### config.mk
export PLATFORM = sky130hd
export DESIGN_NAME = tpo_queue
export DESIGN_NICKNAME = d
export VERILOG_FILES = /design/src/hw/rtl/tpo_queue.sv
export SDC_FILE = /design/constraint.sdc
export NUM_CORES = 1
export LEC_CHECK = 0
export BUFFER_PORTS_ARGS = -buffer_cell sky130_fd_sc_hd__buf_2
export CORE_MARGIN = 3
export CORE_UTILIZATION = 25
export DETAILED_ROUTE_END_ITERATION = 16
export GPL_ROUTABILITY_DRIVEN = 1
export GPL_TIMING_DRIVEN = 1
export PLACE_DENSITY = 0.56
export SYNTH_ARGS = -nofsm -noshare
export SYNTH_HDL_FRONTEND = slang
export SYNTH_SLANG_ARGS = --single-unit
### constraint.sdc
create_clock -name i_clk -period 1.07 [get_ports i_clk]
set_input_delay 0.1605 -clock i_clk [delete_from_list [all_inputs] [get_ports i_clk]]
set_output_delay 0.1605 -clock i_clk [all_outputs]
set_load 0.005 [all_outputs]
### src/hw/rtl/tpo_queue.sv
// tpo_queue: two-entry job queue between front and back
// no dependencies

module tpo_queue #(
    parameter int JW = 8
) (
    input  logic          i_clk,
    input  logic          i_rst_n,
    input  logic          i_push,
    input  logic [JW-1:0] i_data,
    output logic          o_full,
    input  logic          i_pop,
    output logic          o_valid,
    output logic [JW-1:0] o_data
);

    logic [JW-1:0] r_mem [2];
    logic          r_wp;
    logic          r_rp;
    logic [1:0]    r_count;

    assign o_full  = r_count[1];
    assign o_valid = r_count != 2'd0;
    assign o_data  = r_mem[r_rp];

    always_ff @(posedge i_clk) begin
        if (i_push) begin
            r_mem[r_wp] <= i_data;
        end
    end

    always_ff @(posedge i_clk) begin
        if (!i_rst_n) begin
            r_wp    <= 1'b0;
            r_rp    <= 1'b0;
            r_count <= 2'd0;
        end else begin
            if (i_push) begin
                r_wp <= !r_wp;
            end
            if (i_pop) begin
                r_rp <= !r_rp;
            end
            r_count <= r_count + {1'b0, i_push} - {1'b0, i_pop};
        end
    end

endmodule

; ---- After elaboration in Yosys (flattened, before gate mapping)
; Memories as Yosys holds them, arrays and structs flattened. A register that Yosys moved wholly into a read port is not among the register bits.
; Index checks and enable logic that the tools add are counted.
[totals]
regBits = 4
mem_bits_rw = 16
in_bits = 12
out_inout_bits = 10
word_cells = 13
mem_count = 1
[memory_table]
columns = name, depth, word_bits, rd, rd_clocked_by_memory_dff, wr, line
row1 = r_mem, 2, 8, 1, 1, 1, 17  ; logic [JW-1:0] r_mem [2];
[op_classes]
n_addsub = 2
muxes = 4
reduce_logical = 3
[ops]
columns = operator, count
row1 = $mux W1, 4
row2 = $add A2 B1 Y2, 1
row3 = $logic_not A1 Y1, 2
row4 = $reduce_bool A2 Y1, 1
row5 = $sub A2 B1 Y2, 1

; ---- Longest topological paths before layout
[logic_depth]
word_depth = 3
depth_mapped = 6
mapped_depth_nobuf = 6

; ---- Worst setup path before layout
; No wires, ideal clock.
[synth_path]
path_kind = register to register
start = register r_count[0]
end = register r_count[1]
setup_ns = 0.062
arrival_time_ns = 1.074
required_time_ns = 1.008
setup_slack_ns = -0.066
stages_incl_launch_ff = 7
n_path_buf = 0
synth_period_minus_slack_ns = 1.136
cell_sequence = dfxtp_1 > inv_1 > ha_1 > inv_1 > ha_1 > xnor3_1 > nor2b_2
[synth_between]
elab_chain_cells = 2
[synth_rtl]
columns = element, line
row1 = from (decl), 20  ; logic [1:0] r_count;
row2 = from (signal assigned), 44  ; r_count <= r_count + {1'b0, i_push} - {1'b0, i_pop};
row3 = $add A2 B1 Y2, 44
row4 = $sub A2 B1 Y2, 44
; No other way between the ends.
; A chain may end at the register's enable or synchronous reset.

==> Flow_metrics.wiki <==
{| class="wikitable"
! Metric !! Value
|-
| Worst-Margin Slew || 0.1303 ns
|-
| Final global-route overflow total || 0
|-
| Clock latency of the later-clocked register in the worst-skew pair || 0.31 ns
|-
| Post-route DRC || 0
|-
| Main area contributors after synthesis || sky130_fd_sc_hd__edfxtp_1 (60%), sky130_fd_sc_hd__dfxtp_1 (13%), sky130_fd_sc_hd__mux2_2 (11%)
|-
| Worst setup EP type || output pin
|-
| Critical path class || register to output pin
|-
| Worst vdd rail ir drop || 0.0006984 V
|-
| Number of top-level design ports || 22
|-
| Critical path arrival || 1.22 ns
|-
| Leading cell type in the layout, fill and taps excluded || sky130_fd_sc_hd__edfxtp_1
|-
| Data required, critical path || 0.91 ns
|-
| Syn nets || 59
|-
| Clock tree from TritonCTS || done
|-
| Max Buffers Root-to-Sink || 2
|-
| Leading cell types in the layout, fill and taps excluded || sky130_fd_sc_hd__edfxtp_1 (16), sky130_fd_sc_hd__buf_6 (13), sky130_fd_sc_hd__buf_2 (11), sky130_fd_sc_hd__mux2_4 (8), sky130_fd_sc_hd__buf_4 (5)
|-
| Final critical-path setup slack || -0.3126 ns
|-
| Clock sinks || 21
|-
| Total number of nets in the final design || 92
|-
| Global-route wire length before repair || 2332 um
|-
| Number of failing hold endpoints at the final stage || 0
|-
| Wire length after detailed routing || 1390 um
|-
| Portion of the post-synthesis area used by sequential elements || 0.7261
|-
| Area taken by flip-flops and latches || 584.3 um^2
|-
| Cell accounting for the most synthesized area || sky130_fd_sc_hd__edfxtp_1
|-
| Number of global-route vias before repair || 480
|-
| Maximum level of the CTS H-tree || 1
|-
| Clock input transition at the sequential cells of the worst setup and hold paths || 0.11 ns
|-
| Synth Cell Area || 799.5 um^2
|-
| Average vias per placed instance || 3.916
|-
| Final weighted congestion of routability-driven global placement || 0.6757
|-
| Worst min-delay path category || primary input to register
|-
| Worst hold slack || 0.03454 ns
|-
| Synth top area share || 0.6009
|-
| Clock tree root buffer cell || sky130_fd_sc_hd__clkbuf_4
|-
| Effective utilization at floorplan || 0.2757
|-
| Flops & latches, synth || 21
|-
| Synth-to-layout area growth || 47.57%
|-
| Multi-input gate area in the final layout || 266.5 um^2
|-
| GRT Overall Usage || 0.07856
|-
| Placed wire-length estimate || 1012 um
|-
| Kind of start point of the critical path || register
|-
| Die outline height || 62.55 um
|-
| CORE AREA || 2900 um^2
|-
| Total Neg Setup Slack || -2.700 ns
|-
| Fill count || 292
|-
| Cell area reported after detailed placement || 1007 um^2
|-
| Violated checks || setup timing
|-
| Unrepaired setup endpoints after global routing || true
|-
| Run status || finished with violations
|-
| Post-DRT Antenna Nets || 0
|-
| Clock Skew || 0.001710 ns
|-
| Final design area excluding fillers || 1180 um^2
|-
| Post-route clock period utilization || 1.292
|-
| Vias after detailed routing || 466
|-
| Detailed-router iteration count before antenna repair || 3
|-
| Post-synthesis cell count || 45
|-
| Buffers on Ports || 21
|-
| Leakage || 0.4845 nW
|-
| Max Clock Freq || 723.3 MHz
|-
| Number of antenna violations at the first check in global routing || 0
|-
| Worst relative slew slack || 0.9128
|-
| Number of maximum-capacitance constraint violations || 0
|-
| Iteration-0 DRC Markers || 4
|-
| Minimum clock period || 1.383 ns
|-
| Pins over their slew limit || 0
|-
| Distinct cells, synth || 13
|-
| Std-Cell Rows || 19
|-
| Routed length per instance || 11.68 um
|-
| Finished Core Util || 0.4068
|-
| Antenna fix cells || 0
|-
| Horizontal die dimension || 62.55 um
|-
| Largest fanout of any net on the critical path || 5
|-
| Post-synthesis area per instance || 17.77 um^2
|-
| Area of the die || 3913 um^2
|-
| Largest net degree at the start of global routing || 13
|-
| Number of endpoints failing setup at the final stage || 11
|-
| Synthesis warning total || 0
|-
| Power density relative to cell area || 1520 nW/um^2
|-
| Number of buffers added by the clock tree synthesis step || 3
|-
| Share of final-layout standard cells stronger than drive strength 1 || 0.6623
|}
critical path, stage by stage, from the launching register on:
cell and delay [ns]:
sky130_fd_sc_hd__dfxtp_2 0.36, sky130_fd_sc_hd__buf_6 0.13, sky130_fd_sc_hd__mux2_4 0.30, sky130_fd_sc_hd__buf_6 0.11
per-stage QoR:
stage	setup WS [ns]	std cells	total power, mW
2_1_floorplan	-0.06608	45	1.131
3_3_place_gp	-0.08282	114	1.249
3_5_place_dp	-0.1648	114	1.265
4_1_cts	-0.3317	119	1.799
5_1_grt	-0.3822	119	1.895
6_report	-0.3126	119	1.793
layout make-up:
class,count,area share
repair buffers,29,0.2025
clock buffers,3,0.01909
multi-input cells,21,0.2259
flip-flops and latches,21,0.4952
inverters,2,0.008484
clock inverters,1,0.004242
well taps,42,0.04454
where the power goes:
group          switching, mW  leakage, nW  internal, mW  total, mW
clock                  0.241       0.0177         0.140      0.381
combinational          0.149        0.274         0.294      0.443
sequential            0.0263        0.193         0.943      0.969
logic make-up (layout without fill, tap and decap cells):
logic type / count (synthesis) / count (layout) / synth area share
xor+xnor: 2 / 2 / 0.03912
simple gates: 8 / 8 / 0.06573
fa+ha+maj: 2 / 2 / 0.03129
flops: 21 / 21 / 0.7261
buf+inv: 3 / 35 / 0.01565
mux: 8 / 8 / 0.1127
compound gates: 1 / 1 / 0.009393
worst paths after layout:
kind	start	to	slack, ns	cells after the start
max	register	o_data[6]	-0.31	3
min	i_data[1]	r_mem[0][1]$_DFFE_PP_	0.03	1
max reg2reg	r_count[0]$_SDFF_PN0_	r_count[1]$_SDFF_PN0_	-0.15	6
min reg2reg	r_rp$_SDFFE_PN0P_	register	0.58	2
Yosys cell counts, drive strengths merged:
master,instances
and2,4
xnor3,1
xor2,1
dfxtp,5
ha,2
buf,1
edfxtp,16
inv,2
or2,1
nor2b,3
o21a,1
mux2,8
registers in the layout (all words and copies together), names as in the netlist, named ones only:
register / cells
r_count: 2
r_mem: 16
r_wp: 1
r_rp: 1
layer usage:
metal	part of all wire	wire [um]	global-route usage	vias up
li1	-	-	-	226
met1	0.40	556	0.09183	216
met2	0.49	676	0.1265	21
met3	0.10	145	0.04317	3
met4	0.0086	12	0.01653	0
met5	0	0	0	-
what timing repair did:
item | in CTS | in global routing
pin swaps | 2 | 0
endpoints found under the setup margin | 11 | 12
resized for setup | 28 | 3
buffers inserted | 1 | 0
hold buffers | 0 | 0
No activity file was read; power rests on OpenSTA's default activity.
