--- src/hw/rtl/tpo_pkg.sv ---
// tpo_pkg: shared types and constants of the tapered polyline outline block
// no dependencies

package tpo_pkg;

    localparam int CFG_IDX_WIDTH = 2;
    localparam logic [CFG_IDX_WIDTH-1:0] REG_HALF_WIDTH  = 2'd0;
    localparam logic [CFG_IDX_WIDTH-1:0] REG_TAPER_SCALE = 2'd1;
    localparam logic [CFG_IDX_WIDTH-1:0] REG_PATH_LENGTH = 2'd2;

    localparam logic [31:0] HALF_WIDTH_RST  = 32'd65536;
    localparam logic [15:0] TAPER_SCALE_RST = 16'd0;
    localparam logic [15:0] PATH_LENGTH_RST = 16'd1024;

    localparam int          TAPER_WIDTH = 15;
    localparam logic [14:0] TAPER_ONE   = 15'd16384;

    typedef struct packed {
        logic lone;
        logic fin;
    } t_job_flags;

    typedef enum logic [3:0] {
        B_IDLE,
        B_NORM,
        B_SQA,
        B_SQB,
        B_SQRT,
        B_DIV,
        B_WAITT,
        B_AMP,
        B_MULX,
        B_MULY,
        B_EMIT1,
        B_EMIT2
    } t_bstate;

endpackage

--- src/hw/rtl/tpo_front.sv ---
// tpo_front: accepts path points, keeps the previous point and its index
// and builds one segment job per result group; uses tpo_pkg

module tpo_front #(
    parameter int CW = 32,
    parameter int IW = 16,
    parameter int JW = 6 * CW + IW + 4
) (
    input  logic          i_clk,
    input  logic          i_rst_n,
    input  logic          i_valid,
    output logic          o_ready,
    input  logic [CW-1:0] i_x,
    input  logic [CW-1:0] i_y,
    input  logic          i_fin,
    input  logic          i_full,
    output logic          o_push,
    output logic [JW-1:0] o_job
);

    logic [CW-1:0] r_prev_x;
    logic [CW-1:0] r_prev_y;
    logic          r_have;
    logic [IW-1:0] r_cnt;
    logic          accept;
    logic [CW:0]   dx;
    logic [CW:0]   dy;
    tpo_pkg::t_job_flags flags;

    assign o_ready = !i_full;
    assign accept  = i_valid && !i_full;
    assign o_push  = accept && (r_have || i_fin);
    assign dx      = {i_x[CW-1], i_x} - {r_prev_x[CW-1], r_prev_x};
    assign dy      = {i_y[CW-1], i_y} - {r_prev_y[CW-1], r_prev_y};

    always_comb begin
        flags.lone = !r_have;
        flags.fin  = i_fin;
        if (r_have) begin
            o_job = {r_prev_x, r_prev_y, i_x, i_y, dx, dy, r_cnt, flags};
        end else begin
            o_job = {i_x, i_y, i_x, i_y, {(CW+1){1'b0}}, {(CW+1){1'b0}},
                     {IW{1'b0}}, flags};
        end
    end

    always_ff @(posedge i_clk) begin
        if (!i_rst_n) begin
            r_have   <= 1'b0;
            r_cnt    <= '0;
            r_prev_x <= '0;
            r_prev_y <= '0;
        end else if (accept) begin
            if (!r_have) begin
                r_cnt <= '0;
                if (!i_fin) begin
                    r_prev_x <= i_x;
                    r_prev_y <= i_y;
                    r_have   <= 1'b1;
                end
            end else begin
                r_prev_x <= i_x;
                r_prev_y <= i_y;
                if (i_fin) begin
                    r_have <= 1'b0;
                    r_cnt  <= '0;
                end else begin
                    r_cnt <= r_cnt + 1'b1;
                end
            end
        end
    end

endmodule

--- config.mk ---
export PLATFORM = sky130hd
export DESIGN_NAME = tpo_front
export DESIGN_NICKNAME = d
export VERILOG_FILES = /design/src/hw/rtl/tpo_pkg.sv /design/src/hw/rtl/tpo_front.sv
export SDC_FILE = /design/constraint.sdc
export NUM_CORES = 1
export LEC_CHECK = 0
export ABC_AREA = 0
export ABC_CLOCK_PERIOD_IN_PS = 2630
export BUFFER_PORTS_ARGS = -buffer_cell sky130_fd_sc_hd__buf_2
export CORE_ASPECT_RATIO = 0.8
export CORE_MARGIN = 4
export CORE_UTILIZATION = 40
export DETAILED_ROUTE_END_ITERATION = 10
export PLACE_DENSITY = 0.65
export RECOVER_POWER = 100
export SYNTH_ARGS = -nofsm -noshare
export SYNTH_HDL_FRONTEND = slang
export SYNTH_SLANG_ARGS = --single-unit
--- constraint.sdc ---
create_clock -name i_clk -period 2.63 [get_ports i_clk]
set_input_delay 0.1315 -clock i_clk [delete_from_list [all_inputs] [get_ports i_clk]]
set_output_delay 0.1315 -clock i_clk [all_outputs]
set_load 0.03 [all_outputs]
Word-level counts from Yosys, hierarchy flattened
Index checks and enable logic that the tools add are counted.
{"block": "totals", "regBits": 81, "wordCells": 22}
{"block": "classes", "n_eq_ne": 1, "n_addsub": 3, "mux": 8, "reduce_logical": 6}
{"cell": "$mux 212", "n": 1}
{"cell": "$mux 32", "n": 4}
{"cell": "$sub 32x32->33", "n": 2}
{"cell": "$mux 16", "n": 2}
{"cell": "$add 16x1->16 const B", "n": 1}
{"cell": "$logic_and 1x1->1", "n": 2}
{"cell": "$logic_not 1->1", "n": 2}
{"cell": "$ne 2x1->1 const B", "n": 1}
{"cell": "$reduce_and 2->1", "n": 1}
{"cell": "$logic_or 1x1->1", "n": 1}
{"cell": "$mux 1", "n": 1}

Depth between registers and ports, before layout
{"block": "logic_depth", "ltp_word": 3, "depth_mapped": 10, "mapped_depth_nobuf": 10}

Worst setup path after synthesis
OpenSTA, ideal clock, no wires.
{"block": "synth_path", "path_kind": "register to output", "from": "reg r_prev_x[1]", "to": "out o_job[76]", "arrival_ns": 2.775, "t_required_ns": 2.499, "n_path_buf": 0, "slack_ns": -0.276, "path_stages_with_launch": 9, "path_cell_list": "dfxtp_1 > inv_1 > ha_1 > nor2b_1 > o211ai_2 > a21o_1 > a211oi_1 > o21ai_0 > o311ai_0"}
{"block": "synth_via", "elab_chain_cells": 2}
{"element": "from (decl)", "line": "tpo_front.sv:21", "rtl": "logic [CW-1:0] r_prev_x;"}
{"element": "from (signal assigned)", "line": "tpo_front.sv:57", "rtl": "r_prev_x <= i_x;"}
{"element": "from (signal assigned)", "line": "tpo_front.sv:62", "rtl": "r_prev_x <= i_x;"}
{"element": "$sub 32x32->33", "line": "tpo_front.sv:33", "rtl": "assign dx = {i_x[CW-1], i_x} - {r_prev_x[CW-1], r_prev_x};"}
{"element": "$mux 212", "line": "tpo_front.sv:39", "rtl": "if (r_have) begin"}
{"element": "to (decl)", "line": "tpo_front.sv:18", "rtl": "output logic [JW-1:0] o_job"}
Every way passes these cells.

Worst setup path after layout
{"block": "layout_path", "from": "reg r_prev_y[0]", "to": "out o_job[42]"}
{"block": "layout_via", "elab_chain_cells": 2}
{"element": "from (decl)", "line": "tpo_front.sv:22", "rtl": "logic [CW-1:0] r_prev_y;"}
{"element": "from (signal assigned)", "line": "tpo_front.sv:58", "rtl": "r_prev_y <= i_y;"}
{"element": "from (signal assigned)", "line": "tpo_front.sv:63", "rtl": "r_prev_y <= i_y;"}
{"element": "$sub 32x32->33", "line": "tpo_front.sv:34", "rtl": "assign dy = {i_y[CW-1], i_y} - {r_prev_y[CW-1], r_prev_y};"}
{"element": "$mux 212", "line": "tpo_front.sv:39"}
Every way passes these cells.

==> impl_metrics.json <==
{
  "fmax_mhz": 334.0,
  "grt_max_degree": 65,
  "drc": 0,
  "rsz0062_at_grt": "true",
  "violations": "negative setup slack",
  "rrSetupSlack_ns": -0.03,
  "reg2reg_from": "r_have",
  "p_leak_nw": 5.156,
  "drv_cap": 0,
  "ir_drop_uv": 285.9,
  "port_buffers": 282,
  "rr_endpoint": "r_prev_x[5]",
  "grt_pass1_vias": 9407,
  "crit_path_start_kind": "register",
  "initial_core_util_pct": 41.35,
  "worst_pin_slew_ns": 1.028,
  "hold_path_class": "primary input to register",
  "area_delta_synth_final_pct": 44.31,
  "synth_edf_count": 0,
  "ioPinCount": 283,
  "synthArstFlopShare_pct": 0,
  "antenna_found_initial": 1,
  "syn_area_mm2": 0.008681,
  "cp.arrival_ns": 2.86,
  "hold_violations": 0,
  "dieArea_mm2": 0.02414,
  "syn_nets": 1341,
  "maxSlewViolCount": 0,
  "synth_top_area_share_pct": 18.68,
  "final-setup-viol-count": 45,
  "crit_required_ns": 2.50,
  "relSlewSlack_pct": 31.36,
  "antenna_left": 0,
  "crit_fanout": 3,
  "ys.flop_type": "dfxtp_1",
  "cts.sinks": 81,
  "chipWidth_um": 172.7,
  "yosysWarnings": 0,
  "fin_nets": 1651,
  "dp_slack_ns": -0.2731,
  "final_layout_size_suffix_gt1_share_pct": 41.64,
  "status": "finished with violations",
  "overflow": 0,
  "drtPass1Iterations": 5,
  "cts_htree_levels": 3,
  "core_mm2": 0.02099,
  "cts_root_buffer": "clkbuf_16",
  "r2r_cells": 6,
  "fin_crit_ns": 2.994,
  "hpwl_mm": 21.76,
  "drt-wirelength-per-cell_um": 17.58,
  "fin_skew_ns": 0.007889,
  "core.rowCount": 47,
  "worstHoldEndpoint": "r_prev_y[11]",
  "clkTransAtPathRegs_ns": 0.07,
  "ys_top_cells_by_area": "dfxtp_1, ha_1, nand2_1, mux2_2, a21oi_1",
  "worstHoldStart": "i_y[11]",
  "ctsHoldBuffers": 0,
  "antennaDiodeCount": 0,
  "worstSetupPathType": "register to output pin",
  "num_vias": 9740,
  "synth_seq_cells": 81,
  "syn_area_per_cell_um2": 7.204,
  "synth_cell_types": 69,
  "gp_routability_congestion": 0.9244,
  "power_density_mw_per_mm2": 409.4,
  "endpoint_kind": "output pin",
  "yosysTopAreaCell": "dfxtp_1",
  "clock_latency_ns": 0.35,
  "syn_inst": 1205,
  "via_per_inst": 5.444,
  "tritoncts": "yes",
  "min_path_cells": 3,
  "grt_pass1_wl_mm": 48.63,
  "die_h_um": 139.8,
  "worst_slack_ns": -0.3639,
  "grt_use_total_pct": 23.88,
  "cts_inserted_buffers": 9,
  "cts_max_path_buffers": 2,
  "final_util_pct": 59.67,
  "synth_seq_area_share_pct": 18.68,
  "routed_wirelength_mm": 31.45,
  "timing.final.crit_share_pct": 113.8,
  "drtIter0Drc": 700
}
==> sequential cells by signal, summed over array words and instances (netlist names) <==
register / count
r_prev_x: 32
r_have: 1
r_prev_y: 32
r_cnt: 16
==> metrics by stage <==
| stage | power, W | instance area, um2 | hold slack (ns) | cells | TNS (ns) |
|---|---|---|---|---|---|
| after floorplan | 0.002768 | 8746 | 0.2675 | 1205 | -0.006191 |
| after global placement | 0.003396 | 10710 | 0.4041 | 1745 | -2.169 |
| after detailed placement | 0.003413 | 10710 | 0.4106 | 1745 | -2.467 |
| after CTS | 0.004935 | 11980 | 0.03395 | 1777 | -6.563 |
| after global routing | 0.005373 | 12530 | 0.05524 | 1789 | -21.28 |
| final | 0.005129 | 12530 | 0.04528 | 1789 | -7.413 |
==> power by group <==
group | leakage (nW) | internal (W) | switching, W | total, W
Combinational | 4.36 | 0.00104 | 0.00151 | 0.00255
Clock | 0.129 | 0.000651 | 0.000624 | 0.00127
Sequential | 0.670 | 0.00127 | 0.0000362 | 0.00130
==> layout make-up <==
type                       instances  area (um2)
fill                            1929        8467
clock inverter                     7       53.80
multi-input combinational        915        7236
clock buffer                       9       225.2
timing repair buffer             427        2708
sequential                        81        1659
inverter                          81       309.0
tap                              269       336.6
==> what timing repair did <==
item | CTS | global route
endpoints found under the hold margin | 0 | 0
pin swaps | 66 | 68
endpoints found under the setup margin | 47 | 47
buffers inserted | 16 | 13
resized for setup | 216 | 128
==> synth_stat cells (3+ instances only) <==
master,n
nor2b_1,12
buf_1,4
nand4_1,11
o21a_1,8
and4_1,3
buf_2,5
o211ai_1,9
mux2i_1,15
nor3b_1,5
mux2_2,61
a221oi_1,3
a21oi_1,103
o21bai_1,10
a221o_1,3
a41oi_1,4
xor2_1,17
and3_1,19
a21boi_0,37
nand2_1,209
a21o_1,35
o21ai_0,51
o31ai_1,3
buf_4,65
a31oi_1,10
nand2b_1,25
a22oi_1,4
ha_1,65
nor3_1,9
nand3_1,14
dfxtp_1,81
inv_1,81
clkbuf_1,54
o2111ai_1,7
and2_1,21
xnor2_1,21
a211oi_1,4
nor2_1,75
==> cell families after synthesis <==
family | share of synthesized area [%]
simple gates | 21.97
compound gates | 24.13
buf+inv | 11.92
flops | 18.68
mux | 9.643
fa+ha+maj | 9.830
xor+xnor | 3.834
==> placed cells by master (no fill, tap or decap), types with 6 or more instances in the layout <==
cell type and count:
nand2_1 203, buf_2 141, buf_4 141, clkbuf_1 73, a21oi_1 70, inv_1 69
nor2_1 69, mux2_2 60, dfxtp_1 55, buf_6 45, a21o_1 35, a21boi_0 34
o21ai_0 32, ha_1 30, ha_4 29, clkbuf_2 24, dfxtp_2 24, nand2b_1 23
a21oi_2 23, and3_1 18, xor2_1 17, and2_1 15, xnor2_1 15, nand3_1 13
nand4_1 11, a21oi_4 11, inv_2 10, o21ai_2 10, o211ai_1 9, clkbuf_16 9
o21a_1 8, nor3_1 8, o21bai_1 8, nor2b_1 8, o21ai_1 7, mux2i_2 7
mux2i_1 6, nor2_2 6, and2_0 6, ha_2 6
==> metal layers <==
layer	up-vias	track usage, %	share of wire [%]
li1	4741	-	-
met1	4584	31.93	44
met2	363	40.21	47
met3	50	4.745	6.3
met4	2	5.080	1.8
met5	-	0	0.041
==> worst max path at each step <==
| stage | from | endpoint | slack [ns] | cells past startpoint |
|---|---|---|---|---|
| 5_1_grt | r_prev_y[0] | o_job[42] | -0.43 | 10 |
| 6_report | r_prev_y[0] | o_job[42] | -0.36 | 10 |
| 3_5_place_dp | r_prev_y[0] | o_job[44] | -0.27 | 10 |
| 3_3_place_gp | r_prev_y[0] | o_job[34] | -0.23 | 10 |
| 4_1_cts | r_prev_y[0] | o_job[42] | -0.42 | 10 |
| 2_1_floorplan | r_prev_x[0] | o_job[75] | -0.006 | 9 |
==> critical path, stage by stage (launching register included) <==
cell and delay (ns):
dfxtp_4 0.36, ha_4 0.16, fa_2 0.35, nand2b_4 0.16, a21oi_4 0.16, o2111ai_4 0.16
a31oi_4 0.25, a41o_1 0.31, a31o_4 0.21, mux2i_4 0.23, buf_6 0.15
No activity file was read; power rests on OpenSTA's default activity.
